`src/rtl/tspq_pkg.sv`:
```
`timescale 1ns / 1ps
// ----------------------------------------------------------------------------
// tspq_pkg
// Types and constants of the timestamp priority queue.
// ----------------------------------------------------------------------------
package tspq_pkg;

	localparam int DEPTH   = 16;
	localparam int ID_BITS = 4;
	localparam int TIME_W  = 15;
	localparam int CMD_W   = 2;
	localparam int CNT_W   = $clog2(DEPTH + 1);

	localparam logic [CMD_W-1:0] CMD_PUSH   = 2'd0;
	localparam logic [CMD_W-1:0] CMD_REMOVE = 2'd1;
	localparam logic [CMD_W-1:0] CMD_CLEAR  = 2'd2;

	typedef struct packed {
		logic [TIME_W-1:0]  time_v;
		logic [ID_BITS-1:0] id;
	} slot_t;

	typedef struct packed {
		logic  push;
		logic  shift;
		slot_t key;
	} cell_ctl_t;

	typedef enum logic [1:0] {
		ST_IDLE = 2'b01,
		ST_WORK = 2'b10
	} state_t;

endpackage

```
`src/rtl/tspq_if.sv`:
```
`timescale 1ns / 1ps
// ----------------------------------------------------------------------------
// tspq_if
// Request and response word channels of the timestamp priority queue.
// ----------------------------------------------------------------------------
interface tspq_req_if;
	logic                        valid;
	logic                        ready;
	logic [tspq_pkg::CMD_W-1:0]  cmd;
	logic [tspq_pkg::TIME_W-1:0] entry_time;
	logic [tspq_pkg::ID_BITS-1:0] entry_id;

	modport source (output valid, output cmd, output entry_time, output entry_id,
		input ready);
	modport sink (input valid, input cmd, input entry_time, input entry_id,
		output ready);
endinterface

interface tspq_rsp_if;
	logic                         valid;
	logic                         ready;
	logic                         head_valid;
	logic [tspq_pkg::TIME_W-1:0]  head_time;
	logic [tspq_pkg::ID_BITS-1:0] head_id;
	logic [tspq_pkg::CNT_W-1:0]   entry_count;
	logic                         overflow;

	modport source (output valid, output head_valid, output head_time, output head_id,
		output entry_count, output overflow, input ready);
	modport sink (input valid, input head_valid, input head_time, input head_id,
		input entry_count, input overflow, output ready);
endinterface

```
`src/rtl/tspq_cell.sv`:
```
`timescale 1ns / 1ps
// ----------------------------------------------------------------------------
// tspq_cell
// One slot of the sorted chain: insert from the left, compact from the right.
// ----------------------------------------------------------------------------
module tspq_cell (
	input  logic                clk,
	input  tspq_pkg::cell_ctl_t ctl,
	input  logic                in_use,
	input  tspq_pkg::slot_t     left_slot,
	input  logic                left_gt,
	input  tspq_pkg::slot_t     right_slot,
	input  logic                left_hit,
	output tspq_pkg::slot_t     slot,
	output logic                gt,
	output logic                hit
);

	tspq_pkg::slot_t slot_q;
	logic            after;

	assign after = (slot_q.time_v > ctl.key.time_v) ||
		((slot_q.time_v == ctl.key.time_v) && (slot_q.id > ctl.key.id));
	assign gt    = !in_use || after;
	assign hit   = left_hit || (in_use && (slot_q.id == ctl.key.id));
	assign slot  = slot_q;

	always_ff @(posedge clk) begin
		if (ctl.push && gt) begin
			slot_q <= left_gt ? left_slot : ctl.key;
		end else if (ctl.shift && hit) begin
			slot_q <= right_slot;
		end
	end

endmodule

```
`src/rtl/timestamp_priority_queue_unit.sv`:
```
`timescale 1ns / 1ps
// ----------------------------------------------------------------------------
// timestamp_priority_queue_unit
// Request queue sorted by time, then id, held in a chain of slot cells.
// ----------------------------------------------------------------------------
// For a push, a clear or an unused command the queue acts at the accept edge
// of the request word (a push inserts into the chain, a clear empties it) and
// the next cycle loads the response register. For a remove the chain shifts
// left by one cell past the first entry with the given id, once per matching
// entry, and the response register loads once no match is left. The queue
// takes one request at a time and needs no clearing pass after reset.
module timestamp_priority_queue_unit (
	input logic       clk,
	input logic       arst_n,
	tspq_req_if.sink  req,
	tspq_rsp_if.source rsp
);

	tspq_pkg::state_t                 state_q;
	logic [tspq_pkg::CNT_W-1:0]       count_q;
	logic [tspq_pkg::CMD_W-1:0]       cmd_q;
	tspq_pkg::slot_t                  key_q;
	logic                             ovf_q;
	logic                             rsp_valid_q;
	logic                             head_valid_q;
	tspq_pkg::slot_t                  head_q;
	logic [tspq_pkg::CNT_W-1:0]       rsp_count_q;
	logic                             rsp_ovf_q;

	tspq_pkg::cell_ctl_t              ctl;
	tspq_pkg::slot_t                  req_key;
	tspq_pkg::slot_t                  slot_w [tspq_pkg::DEPTH];
	logic [tspq_pkg::DEPTH-1:0]       gt_w;
	logic [tspq_pkg::DEPTH-1:0]       hit_w;
	logic [tspq_pkg::DEPTH-1:0]       in_use_w;
	logic                             accept;
	logic                             full;
	logic                             any_hit;

	assign req.ready = (state_q == tspq_pkg::ST_IDLE) && (!rsp_valid_q || rsp.ready);
	assign accept    = req.valid && req.ready;
	assign full      = (count_q == tspq_pkg::CNT_W'(tspq_pkg::DEPTH));
	assign any_hit   = hit_w[tspq_pkg::DEPTH-1];

	assign req_key.time_v = req.entry_time;
	assign req_key.id     = req.entry_id;

	assign ctl.push  = accept && (req.cmd == tspq_pkg::CMD_PUSH) && !full;
	assign ctl.shift = (state_q == tspq_pkg::ST_WORK) && (cmd_q == tspq_pkg::CMD_REMOVE)
		&& any_hit;
	assign ctl.key   = (state_q == tspq_pkg::ST_IDLE) ? req_key : key_q;

	for (genvar i = 0; i < tspq_pkg::DEPTH; i++) begin : g_cell
		assign in_use_w[i] = tspq_pkg::CNT_W'(i) < count_q;

		if (i == 0) begin : g_first
			tspq_cell u_cell (
				.clk        (clk),
				.ctl        (ctl),
				.in_use     (in_use_w[i]),
				.left_slot  ('0),
				.left_gt    (1'b0),
				.right_slot (slot_w[i+1]),
				.left_hit   (1'b0),
				.slot       (slot_w[i]),
				.gt         (gt_w[i]),
				.hit        (hit_w[i])
			);
		end else if (i == tspq_pkg::DEPTH - 1) begin : g_last
			tspq_cell u_cell (
				.clk        (clk),
				.ctl        (ctl),
				.in_use     (in_use_w[i]),
				.left_slot  (slot_w[i-1]),
				.left_gt    (gt_w[i-1]),
				.right_slot ('0),
				.left_hit   (hit_w[i-1]),
				.slot       (slot_w[i]),
				.gt         (gt_w[i]),
				.hit        (hit_w[i])
			);
		end else begin : g_mid
			tspq_cell u_cell (
				.clk        (clk),
				.ctl        (ctl),
				.in_use     (in_use_w[i]),
				.left_slot  (slot_w[i-1]),
				.left_gt    (gt_w[i-1]),
				.right_slot (slot_w[i+1]),
				.left_hit   (hit_w[i-1]),
				.slot       (slot_w[i]),
				.gt         (gt_w[i]),
				.hit        (hit_w[i])
			);
		end
	end

	always_ff @(posedge clk or negedge arst_n) begin
		if (!arst_n) begin
			state_q     <= tspq_pkg::ST_IDLE;
			count_q     <= '0;
			rsp_valid_q <= 1'b0;
			cmd_q       <= tspq_pkg::CMD_PUSH;
			ovf_q       <= 1'b0;
		end else begin
			if (rsp_valid_q && rsp.ready) begin
				rsp_valid_q <= 1'b0;
			end
			unique case (state_q)
				tspq_pkg::ST_IDLE: begin
					if (accept) begin
						cmd_q   <= req.cmd;
						ovf_q   <= (req.cmd == tspq_pkg::CMD_PUSH) && full;
						state_q <= tspq_pkg::ST_WORK;
						if (ctl.push) begin
							count_q <= count_q + tspq_pkg::CNT_W'(1);
						end else if (req.cmd == tspq_pkg::CMD_CLEAR) begin
							count_q <= '0;
						end
					end
				end
				tspq_pkg::ST_WORK: begin
					if (ctl.shift) begin
						count_q <= count_q - tspq_pkg::CNT_W'(1);
					end else begin
						rsp_valid_q <= 1'b1;
						state_q     <= tspq_pkg::ST_IDLE;
					end
				end
				default: begin
					state_q <= tspq_pkg::ST_IDLE;
				end
			endcase
		end
	end

	always_ff @(posedge clk) begin
		if (accept) begin
			key_q <= req_key;
		end
		if ((state_q == tspq_pkg::ST_WORK) && !ctl.shift) begin
			head_valid_q <= (count_q != '0);
			head_q       <= (count_q != '0) ? slot_w[0] : '0;
			rsp_count_q  <= count_q;
			rsp_ovf_q    <= ovf_q;
		end
	end

	assign rsp.valid       = rsp_valid_q;
	assign rsp.head_valid  = head_valid_q;
	assign rsp.head_time   = head_q.time_v;
	assign rsp.head_id     = head_q.id;
	assign rsp.entry_count = rsp_count_q;
	assign rsp.overflow    = rsp_ovf_q;

endmodule

```
`src/flat_wrapper.sv`:
```
// flat-port wrapper written by rule: the top's interface ports become plain ports
module timestamp_priority_queue_unit_flat 
  (clk, arst_n, req_valid, req_cmd, req_entry_time, req_entry_id, req_ready, rsp_valid, rsp_head_valid, rsp_head_time, rsp_head_id, rsp_entry_count, rsp_overflow, rsp_ready);
  tspq_req_if req_i ();
  tspq_rsp_if rsp_i ();
  input logic clk;
  input logic arst_n;
  input wire logic [$bits(req_i.valid)-1:0] req_valid;
  input wire logic [$bits(req_i.cmd)-1:0] req_cmd;
  input wire logic [$bits(req_i.entry_time)-1:0] req_entry_time;
  input wire logic [$bits(req_i.entry_id)-1:0] req_entry_id;
  output wire logic [$bits(req_i.ready)-1:0] req_ready;
  output wire logic [$bits(rsp_i.valid)-1:0] rsp_valid;
  output wire logic [$bits(rsp_i.head_valid)-1:0] rsp_head_valid;
  output wire logic [$bits(rsp_i.head_time)-1:0] rsp_head_time;
  output wire logic [$bits(rsp_i.head_id)-1:0] rsp_head_id;
  output wire logic [$bits(rsp_i.entry_count)-1:0] rsp_entry_count;
  output wire logic [$bits(rsp_i.overflow)-1:0] rsp_overflow;
  input wire logic [$bits(rsp_i.ready)-1:0] rsp_ready;
  assign req_i.valid = req_valid;
  assign req_i.cmd = req_cmd;
  assign req_i.entry_time = req_entry_time;
  assign req_i.entry_id = req_entry_id;
  assign req_ready = req_i.ready;
  assign rsp_valid = rsp_i.valid;
  assign rsp_head_valid = rsp_i.head_valid;
  assign rsp_head_time = rsp_i.head_time;
  assign rsp_head_id = rsp_i.head_id;
  assign rsp_entry_count = rsp_i.entry_count;
  assign rsp_overflow = rsp_i.overflow;
  assign rsp_i.ready = rsp_ready;
  timestamp_priority_queue_unit u_core (.clk(clk), .arst_n(arst_n), .req(req_i), .rsp(rsp_i));
endmodule
```
`config.mk`:
```
export PLATFORM = sky130hd
export DESIGN_NAME = timestamp_priority_queue_unit_flat
export DESIGN_NICKNAME = d
export VERILOG_FILES = /design/src/rtl/tspq_pkg.sv /design/src/rtl/tspq_if.sv /design/src/rtl/tspq_cell.sv /design/src/rtl/timestamp_priority_queue_unit.sv /design/src/flat_wrapper.sv
export SDC_FILE = /design/constraint.sdc
export NUM_CORES = 1
export LEC_CHECK = 0
export ABC_AREA = 1
export ABC_CLOCK_PERIOD_IN_PS = 12500
export BUFFER_PORTS_ARGS = -buffer_cell sky130_fd_sc_hd__clkbuf_2
export CORE_MARGIN = 5
export CORE_UTILIZATION = 50
export CTS_CLUSTER_DIAMETER = 120
export DETAILED_ROUTE_END_ITERATION = 6
export PLACE_DENSITY_LB_ADDON = 0.25
export SLEW_MARGIN = 20
export SYNTH_ARGS = -nofsm -noshare
export SYNTH_HDL_FRONTEND = slang
export SYNTH_HIERARCHICAL = 1
export SYNTH_SLANG_ARGS = --single-unit
```
`constraint.sdc`:
```
create_clock -name clk -period 12.5 [get_ports clk]
set_input_delay 0.625 -clock clk [delete_from_list [all_inputs] [get_ports clk]]
set_output_delay 0.625 -clock clk [all_outputs]
set_load 0.1 [all_outputs]
```
Word level (Yosys, flattened, before mapping):

Index checks and enable logic that the tools add are counted.

* flip-flop bits (word level): 360
* latch bits: 0
* bits in writable memories: 0
* ROM bits: 0
* input bits: 25
* output and inout port bits: 28
* memories: 0

* add/sub/neg operators: 2
* $mul: 0
* div/mod/pow operators: 0
* order comparisons: 48
* equal/unequal tests: 41
* shift-type cells: 0
* muxes and demuxes: 59
* bitwise gates (word level): 0
* reductions and logical operators: 162

Operators by type and width (number)
* two-way mux 19 bit: 48
* == test 15 bit: 16
* greater-than comparator 15 bit: 16
* logical AND 1 bit: 73
* == test 4 bit: 16
* greater-than comparator 4 bit: 16
* logical OR 1 bit: 48
* < comparator 4 x 5 -> 1 bit (first input constant): 8
* nonzero test 2 bit: 17
* < comparator 3 x 5 -> 1 bit (first input constant): 4
* two-way mux 5 bit: 4
* logical NOT 1 bit: 19
* < comparator 1 x 5 -> 1 bit (first input constant): 2
* < comparator 2 x 5 -> 1 bit (first input constant): 2
* one-hot mux 5 bit (2 select lines): 1
* adder 5 x 1 -> 5 bit (second input constant): 1
* == test 5 bit (second input constant): 1
* nonzero test 5 bit: 1
* subtractor 5 x 1 -> 5 bit (second input constant): 1
* == test 2 x 1 -> 1 bit (second input constant): 2
* == test 2 bit (second input constant): 2
* two-way mux 2 bit: 2
* != test 2 x 1 -> 1 bit (second input constant): 2
* one-hot mux 2 bit (2 select lines): 1
* 6 further kinds: 9

Depth between registers and ports, before layout:

Gate-level depths: netlist (run 1).

* word-level depth: 23
* mapped depth: 35
* gate-level depth less buffers: 33

By module:

The synthesis (run 1) kept the hierarchy.

Modules (own cells, without submodules)
* tspq_cell: times used 16, cells an instance 226, area each 1649.1 µm²
* timestamp_priority_queue_unit: times used 1, cells an instance 289, area each 2740.1 µm²

Worst setup path before layout (run 1):

Ideal clock, no wire load.

* path type: register -> register
* start: register u_core.state_q[0]
* end: register u_core.g_cell[0].g_first.u_cell.slot_q, in the netlist u_core/g_cell[0].g_first.u_cell/slot[0], enable pin
* setup time: 0.387 ns
* data arrival time: 5.305 ns
* required time: 12.113 ns
* path slack: 6.809 ns
* cell stages (with the launch flop): 28
* clock period less this slack: 5.691 ns
* cell sequence: dfstp_2 -> ha_1 -> buf_4 -> clkbuf_1 -> nand2_1 -> nand2_1 -> ha_1 -> nand3_1 -> o21bai_1 -> o21bai_1 -> o21bai_1 -> o21bai_1 -> o21bai_1 -> o21bai_1 -> o21bai_1 -> o21bai_1 -> o21bai_1 -> o21bai_1 -> o21bai_1 -> o21bai_1 -> o21bai_1 -> o21bai_1 -> o21bai_1 -> o21bai_1 -> nand4_1 -> inv_1 -> nand2_1 -> nand2_1

RTL lines
* start, declared: RTL line timestamp_priority_queue_unit.sv:19 `tspq_pkg::state_t state_q;`
* start signal, assigned: RTL line timestamp_priority_queue_unit.sv:100 `state_q <= tspq_pkg::ST_IDLE;`
* start signal, assigned: RTL line timestamp_priority_queue_unit.sv:114 `state_q <= tspq_pkg::ST_WORK;`
* start signal, assigned: RTL line timestamp_priority_queue_unit.sv:127 `state_q <= tspq_pkg::ST_IDLE;`
* end signal, assigned: RTL line tspq_cell.sv:30 `slot_q <= left_gt ? left_slot : ctl.key;`
* end signal, assigned: RTL line tspq_cell.sv:32 `slot_q <= right_slot;`
* end, declared: RTL line tspq_cell.sv:19 `tspq_pkg::slot_t slot_q;`

==> results of run 1 <==
[flip-flops by register name (all words and copies together) (netlist names), 2 cells and up]
signal / count
u_core/rsp.head_time: 15
u_core/g_cell.g_last.u_cell/slot: 19
u_core/state_q: 2
u_core/g_cell.g_mid.u_cell/slot: 266
u_core/rsp.entry_count: 5
u_core/cmd_q: 2
u_core/rsp.head_id: 4
u_core/key_q: 19
u_core/count_q: 5
u_core/g_cell.g_first.u_cell/slot: 19
[critical path: cells and delay by family (launching register included)]
family | cells | cell delay [ns]
and+or+nand+nor | 7 | 1.63
AOI/OAI and AO/OA | 16 | 2.94
buffers and inverters | 4 | 0.97
DFF | 1 | 0.54
adders and majority gates | 2 | 1.01
[Yosys cell counts (all sizes together)]
cell type | number | area share, %
nand2 | 1549 | 21
buf | 133 | 3.7
a21oi | 102 | 1.8
clkbuf | 36 | 0.46
a21boi | 1 | 0.026
mux2 | 32 | 1.2
clkinv | 1 | 0.017
ha | 310 | 13
o21ai | 286 | 4.9
o21bai | 33 | 0.85
nand3 | 361 | 6.3
dfrtp | 10 | 0.86
inv | 586 | 7.6
nand4 | 4 | 0.086
edfxtp | 349 | 36
nor2 | 110 | 2.0
conb | 1 | 0.013
dfstp | 1 | 0.090
[power groups by stage]
stage	registers [mW]	clock network (mW)	logic (mW)
final	1.71	1.24	3.53
after global routing	1.72	1.32	4.05
after CTS	1.71	1.27	3.53
after detailed placement	1.73	0	3.50
after global placement	1.73	0	3.44
after floorplan	1.84	0	2.59
[layout make-up]
| class | instances | area, um2 |
|---|---|---|
| inverter | 587 | 2200 |
| fill | 5630 | 26900 |
| timing repair buffer | 69 | 415 |
| tap | 765 | 957 |
| clock buffer | 55 | 1140 |
| sequential | 360 | 10800 |
| multi-input combinational | 2828 | 15100 |
| clock inverter | 18 | 234 |
[cell families (layout without fill, tap and decap cells)]
| family | count (synthesis) | in the layout | synth area share (%) |
|---|---|---|---|
| AO/OA/AOI/OAI | 422 | 422 | 7.56 |
| other | 1 | 40 | 0.0129 |
| AND/OR/NAND/NOR | 2024 | 2024 | 29.2 |
| buffers and inverters | 756 | 729 | 11.7 |
| multiplexers | 32 | 32 | 1.24 |
| flip-flops | 360 | 360 | 36.9 |
| adder cells (fa/ha/maj) | 310 | 310 | 13.3 |
[through the flow]
stage               hold slack [ns]  instances  power [mW]  util [%]  setup slack (ns)
floorplan                     0.329       3944        4.44         -              6.81
global placement              0.491       4608        5.17      51.0              5.00
detailed placement            0.496       4608        5.24      51.0              4.88
CTS                           0.216       4682        6.51      53.4              4.84
global route                  0.237       4682        7.09      53.4              4.24
finish                        0.246       4682        6.48      53.4              4.93
[metal layers]
metal,global-route usage [%],vias up,share of wire [%]
li1,-,12500,-
met3,2.85,117,5.5
met1,30.3,11300,44
met2,40.1,553,48
met5,0,-,0
met4,6.33,0,2.5
[worst paths after layout]
| kind | start | endpoint | cells past startpoint |
|---|---|---|---|
| min reg2reg | u_core/state_q[0] | u_core/state_q[0] | 2 |
| max | u_core/state_q[0] | u_core/g_cell[15].g_last.u_cell/slot[11] | 29 |
| min in group asynchronous | arst_n | u_core/count_q[4] | 2 |
| max reg2reg | u_core/state_q[0] | u_core/g_cell[15].g_last.u_cell/slot[11] | 29 |
| min | req_entry_time[6] | u_core/key_q[10] | 1 |
| max in group asynchronous | arst_n | u_core/state_q[0] | 2 |
==> out/results.txt, run 1 <==
max incr delay on CP: 0.75 ns
P&R area growth vs syn: 5.83%
clock insertion delay at the later pin of the skew report: 0.58 ns
final instance area: 30800 um2
Setup TNS: 0 ns
HPWL after detailed placement: 52600 um
via density per instance: 5.21
status: complete, no violations
R2R setup slack: 4.93 ns
# diodes: 0
Remaining Overflow, GRT: 0
Slowest-stage cell, CP: ha_1
Starting Density: 50.5%
crit path kind: reg -> reg
CP max FO: 25
VDD IR max: 183 uV
YS warnings: 6
Logic pwr share: 54.4%
Detail Route Antenna Nets: 0
RSZ-0062 raised after global routing: false
register area share after synthesis: 36.9%
commonest non-fill, non-tap cell in the layout: nand2_1
Mapped Cells: 3905
Post-Syn Area per Cell: 7.46 um2
Worst-path clk slew: 0.06 ns
max_cap viols: 0
pwr dens: 210 nW/um2
Post-CTS Resized: 0
Critical Path AT: 7.69 ns
Sw Pwr: 3.12 mW
die height: 251 um
skew final: 0.0295 ns
layout cells sized above 1: 7.10%
Final setup viols: 0
drt pass-1 iters: 5
DRT iter0 DRCs: 1748
Final Hold Fails: 0
placed inst area: 29400 um2
CP required: 12.62 ns
drt wl/cell: 16.0 um
#FFs+latches synth: 360
# clock sinks: 360
internal power: 3.36 mW
DR vias: 24400
register share of total power: 26.4%
fin. max-slew vios: 0
Leak Pwr: 16.0 nW
Synth Cell Area: 29100 um2
GRT Resource Usage Total: 23.0%
core area: 57700 um2
Row Count: 88
# IOs: 53
die width: 251 um
Min Clock Period, post-route: 7.57 ns
critical path launch point type: register
DRC viols: 0
Clk pwr share: 19.2%
maximum clock frequency: 132 MHz
commonest cells after routing, fill and taps aside: 1510 x nand2_1, 565 x inv_1, 357 x nand3_1
CTS tree: done
largest net degree at the start of global routing: 137
endpoint class of the critical path: register
drt total wl: 74900 um
GP Congestion: 0.860
Hold Path Class: in -> reg
CTS root buf: clkbuf_16
part of the cycle the worst path needs: 60.5%
clock buffer count from CTS: 42
Slew headroom: 28.6%
number of global-route vias before repair: 23300
CTS max path bufs: 3
NumNets Final: 4223
sw frac: 48.1%
postcts setup bufs: 0
first-pass GRT wire length: 119000 um
DIE AREA: 63200 um2
Least-Margin Pin Slew: 1.07 ns
Netlist cell types: 30
Hold Buf Count CTS: 1
Worst path most repeated cell: o21bai_1
H-tree Lvls: 2
initial antenna violation count: 0
Port-buffer cells: 52
Note: power is estimated with default switching activity, not from simulation.
==> run 2: changes to the inputs <==
ABC_CLOCK_PERIOD_IN_PS = 6300   (was 12500)
clock period = 6.3 ns   (was 12.5 ns; I/O delays follow)
==> out/results.txt, run 2 (synthesis gave the netlist of run 1 again) <==
CTS root buf: clkbuf_16
Setup TNS: 0 ns (unchanged)
sw frac: 48.2% (+0.10 points)
Critical Path AT: 6.08 ns (-1.61 ns)
drt total wl: 76700 um (+2.4%)
Min Clock Period, post-route: 5.76 ns (-1.81 ns)
initial antenna violation count: 0 (unchanged)
max incr delay on CP: 0.54 ns (-0.21 ns)
DIE AREA: 63200 um2 (unchanged)
commonest non-fill, non-tap cell in the layout: nand2_1
number of flip-flops in the largest register: 266 (unchanged)
H-tree Lvls: 2 (unchanged)
core area: 57700 um2 (unchanged)
status: complete, no violations
DR vias: 24700 (+1.1%)
Row Count: 88 (unchanged)
placed inst area: 29700 um2 (+0.85%)
Remaining Overflow, GRT: 0 (unchanged)
Slew headroom: 21.6% (-7.0 points)
part of the cycle the worst path needs: 91.4% (+31 points)
CTS tree: done
NumNets Final: 4278 (+1.3%)
max_cap viols: 0 (unchanged)
first-pass GRT wire length: 124000 um (+3.7%)
clock insertion delay at the later pin of the skew report: 0.58 ns (about the same)
Detail Route Antenna Nets: 0 (unchanged)
drt wl/cell: 16.2 um (+1.1%)
# clock sinks: 360 (unchanged)
skew final: 0.0294 ns (-0.0000222 ns)
Worst path most repeated cell: o21bai_1
GRT Resource Usage Total: 23.8% (+0.86 points)
register share of total power: 26.1% (-0.3 points)
crit path kind: reg -> reg
Sw Pwr: 6.24 mW (+100%)
Hold Crit Depth: 3 (+2)
Reg2Reg Depth: 28 (-3.4%)
P&R area growth vs syn: 7.36%
Slowest-stage cell, CP: dfstp_2
Final setup viols: 0 (unchanged)
Worst-path clk slew: 0.06 ns (about the same)
number of global-route vias before repair: 23900 (+2.3%)
Logic pwr share: 55.0% (+0.6 points)
fin. max-slew vios: 0 (unchanged)
Leak Pwr: 16.3 nW (+1.6%)
maximum clock frequency: 174 MHz (+31%)
DRT iter0 DRCs: 1680 (-3.9%)
VDD IR max: 400 uV (+120%)
clock buffer count from CTS: 43 (+2.4%)
Starting Density: 50.5% (unchanged)
layout cells sized above 1: 7.85% (+0.75 points)
via density per instance: 5.20 (-0.14%)
Final Hold Fails: 0 (unchanged)
drt pass-1 iters: 5 (unchanged)
R2R setup slack: 0.54 ns (-4.39 ns)
final instance area: 31300 um2 (+1.4%)
die height: 251 um (unchanged)
pwr dens: 414 nW/um2 (+97%)
Clk pwr share: 18.9% (-0.3 points)
CP max FO: 17 (-32%)
DRC viols: 0 (unchanged)
# diodes: 0 (unchanged)
CP required: 6.62 ns (-6.00 ns)
GP Congestion: 0.873 (+1.5%)
Hold Path Class: in -> reg
largest net degree at the start of global routing: 74 (-46%)
die width: 251 um (unchanged)
Port-buffer cells: 52 (unchanged)
internal power: 6.70 mW (+99%)
endpoint class of the critical path: register
Fillers: 5677 (+0.83%)
HPWL after detailed placement: 55400 um (+5.3%)
CTS max path bufs: 3 (unchanged)
Least-Margin Pin Slew: 1.17 ns (+0.105 ns)
critical path launch point type: register
# IOs: 53 (unchanged)
commonest cells after routing, fill and taps aside: 1509 x nand2_1, 565 x inv_1, 357 x nand3_1
RSZ-0062 raised after global routing: false
[run 2: cell types whose count changed in the layout (fill, tap and decap cells not counted), moves of 2 or more]
cell / change
buf_4: +35
dlygate4sd3_1: +19
clkinv_1: +5
clkbuf_1: +3
clkbuf_8: -2
clkinv_2: -2
[run 2: worst max-delay path, delay by kind of cell (launching register included)]
kind,cells,cell delay [ns]
AND/OR/NAND/NOR,6,0.65
buffers and inverters,5,1.01
flip-flops,1,0.54
adder cells (fa/ha/maj),2,0.56
AO/OA/AOI/OAI,15,2.72
[run 2: power by group through the flow]
stage | Combinational [mW] | Clock [mW] | Sequential [mW]
3_5_place_dp | 7.05 | 0 | 3.42
5_1_grt | 8.16 | 2.60 | 3.41
2_1_floorplan | 5.15 | 0 | 3.66
6_report | 7.12 | 2.45 | 3.38
3_3_place_gp | 6.92 | 0 | 3.42
4_1_cts | 7.11 | 2.49 | 3.38
[run 2: metrics by stage]
step	utilization (%)	std cells	hold slack, ns	power [mW]	setup slack (ns)
6_report	54.2	4741	0.0440	12.9	0.544
5_1_grt	54.2	4741	0.0620	14.2	0.0950
4_1_cts	54.2	4739	0.0137	13.0	0.222
3_5_place_dp	51.5	4641	0.206	10.5	0.249
3_3_place_gp	51.5	4641	0.206	10.3	0.308
2_1_floorplan	-	3944	0.0194	8.81	0.609
[run 2: routing by layer]
layer	part of all wire (%)	global-route usage, %	vias up	wire, um
met5	0	0	-	0
met4	3.0	7.17	0	2260
met3	4.7	2.90	144	3570
met2	48	41.4	498	37100
met1	44	31.4	11400	33700
li1	-	-	12600	-
[run 2: cell type report]
class / count / area, um2 / share of cell area [%]
multi-input cells: 2828 / 15100 / 48.4
flip-flops and latches: 360 / 10800 / 34.4
inverters: 587 / 2210 / 7.06
clock buffers: 57 / 1150 / 3.68
well taps: 765 / 957 / 3.06
repair buffers: 123 / 868 / 2.78
clock inverters: 21 / 210 / 0.672
[run 2: worst paths after layout]
check	startpoint	end
max in group asynchronous	arst_n	u_core/state_q[0]
min in group asynchronous	arst_n	u_core/rsp.valid
hold / removal	req_cmd[1]	u_core/cmd_q[1]
setup / recovery	u_core/state_q[0]	u_core/g_cell[13].g_mid.u_cell/slot[14]
setup reg to reg	u_core/state_q[0]	u_core/g_cell[13].g_mid.u_cell/slot[14]
hold reg to reg	u_core/ovf_q	u_core/rsp.overflow
[run 2: repair_timing]
item                       in CTS  in global routing
setup buffers                   0                  2
hold endpoints to repair       30                  0
gates resized for setup         0                  2
setup endpoints to repair       0                304
hold buffers                   20                  0
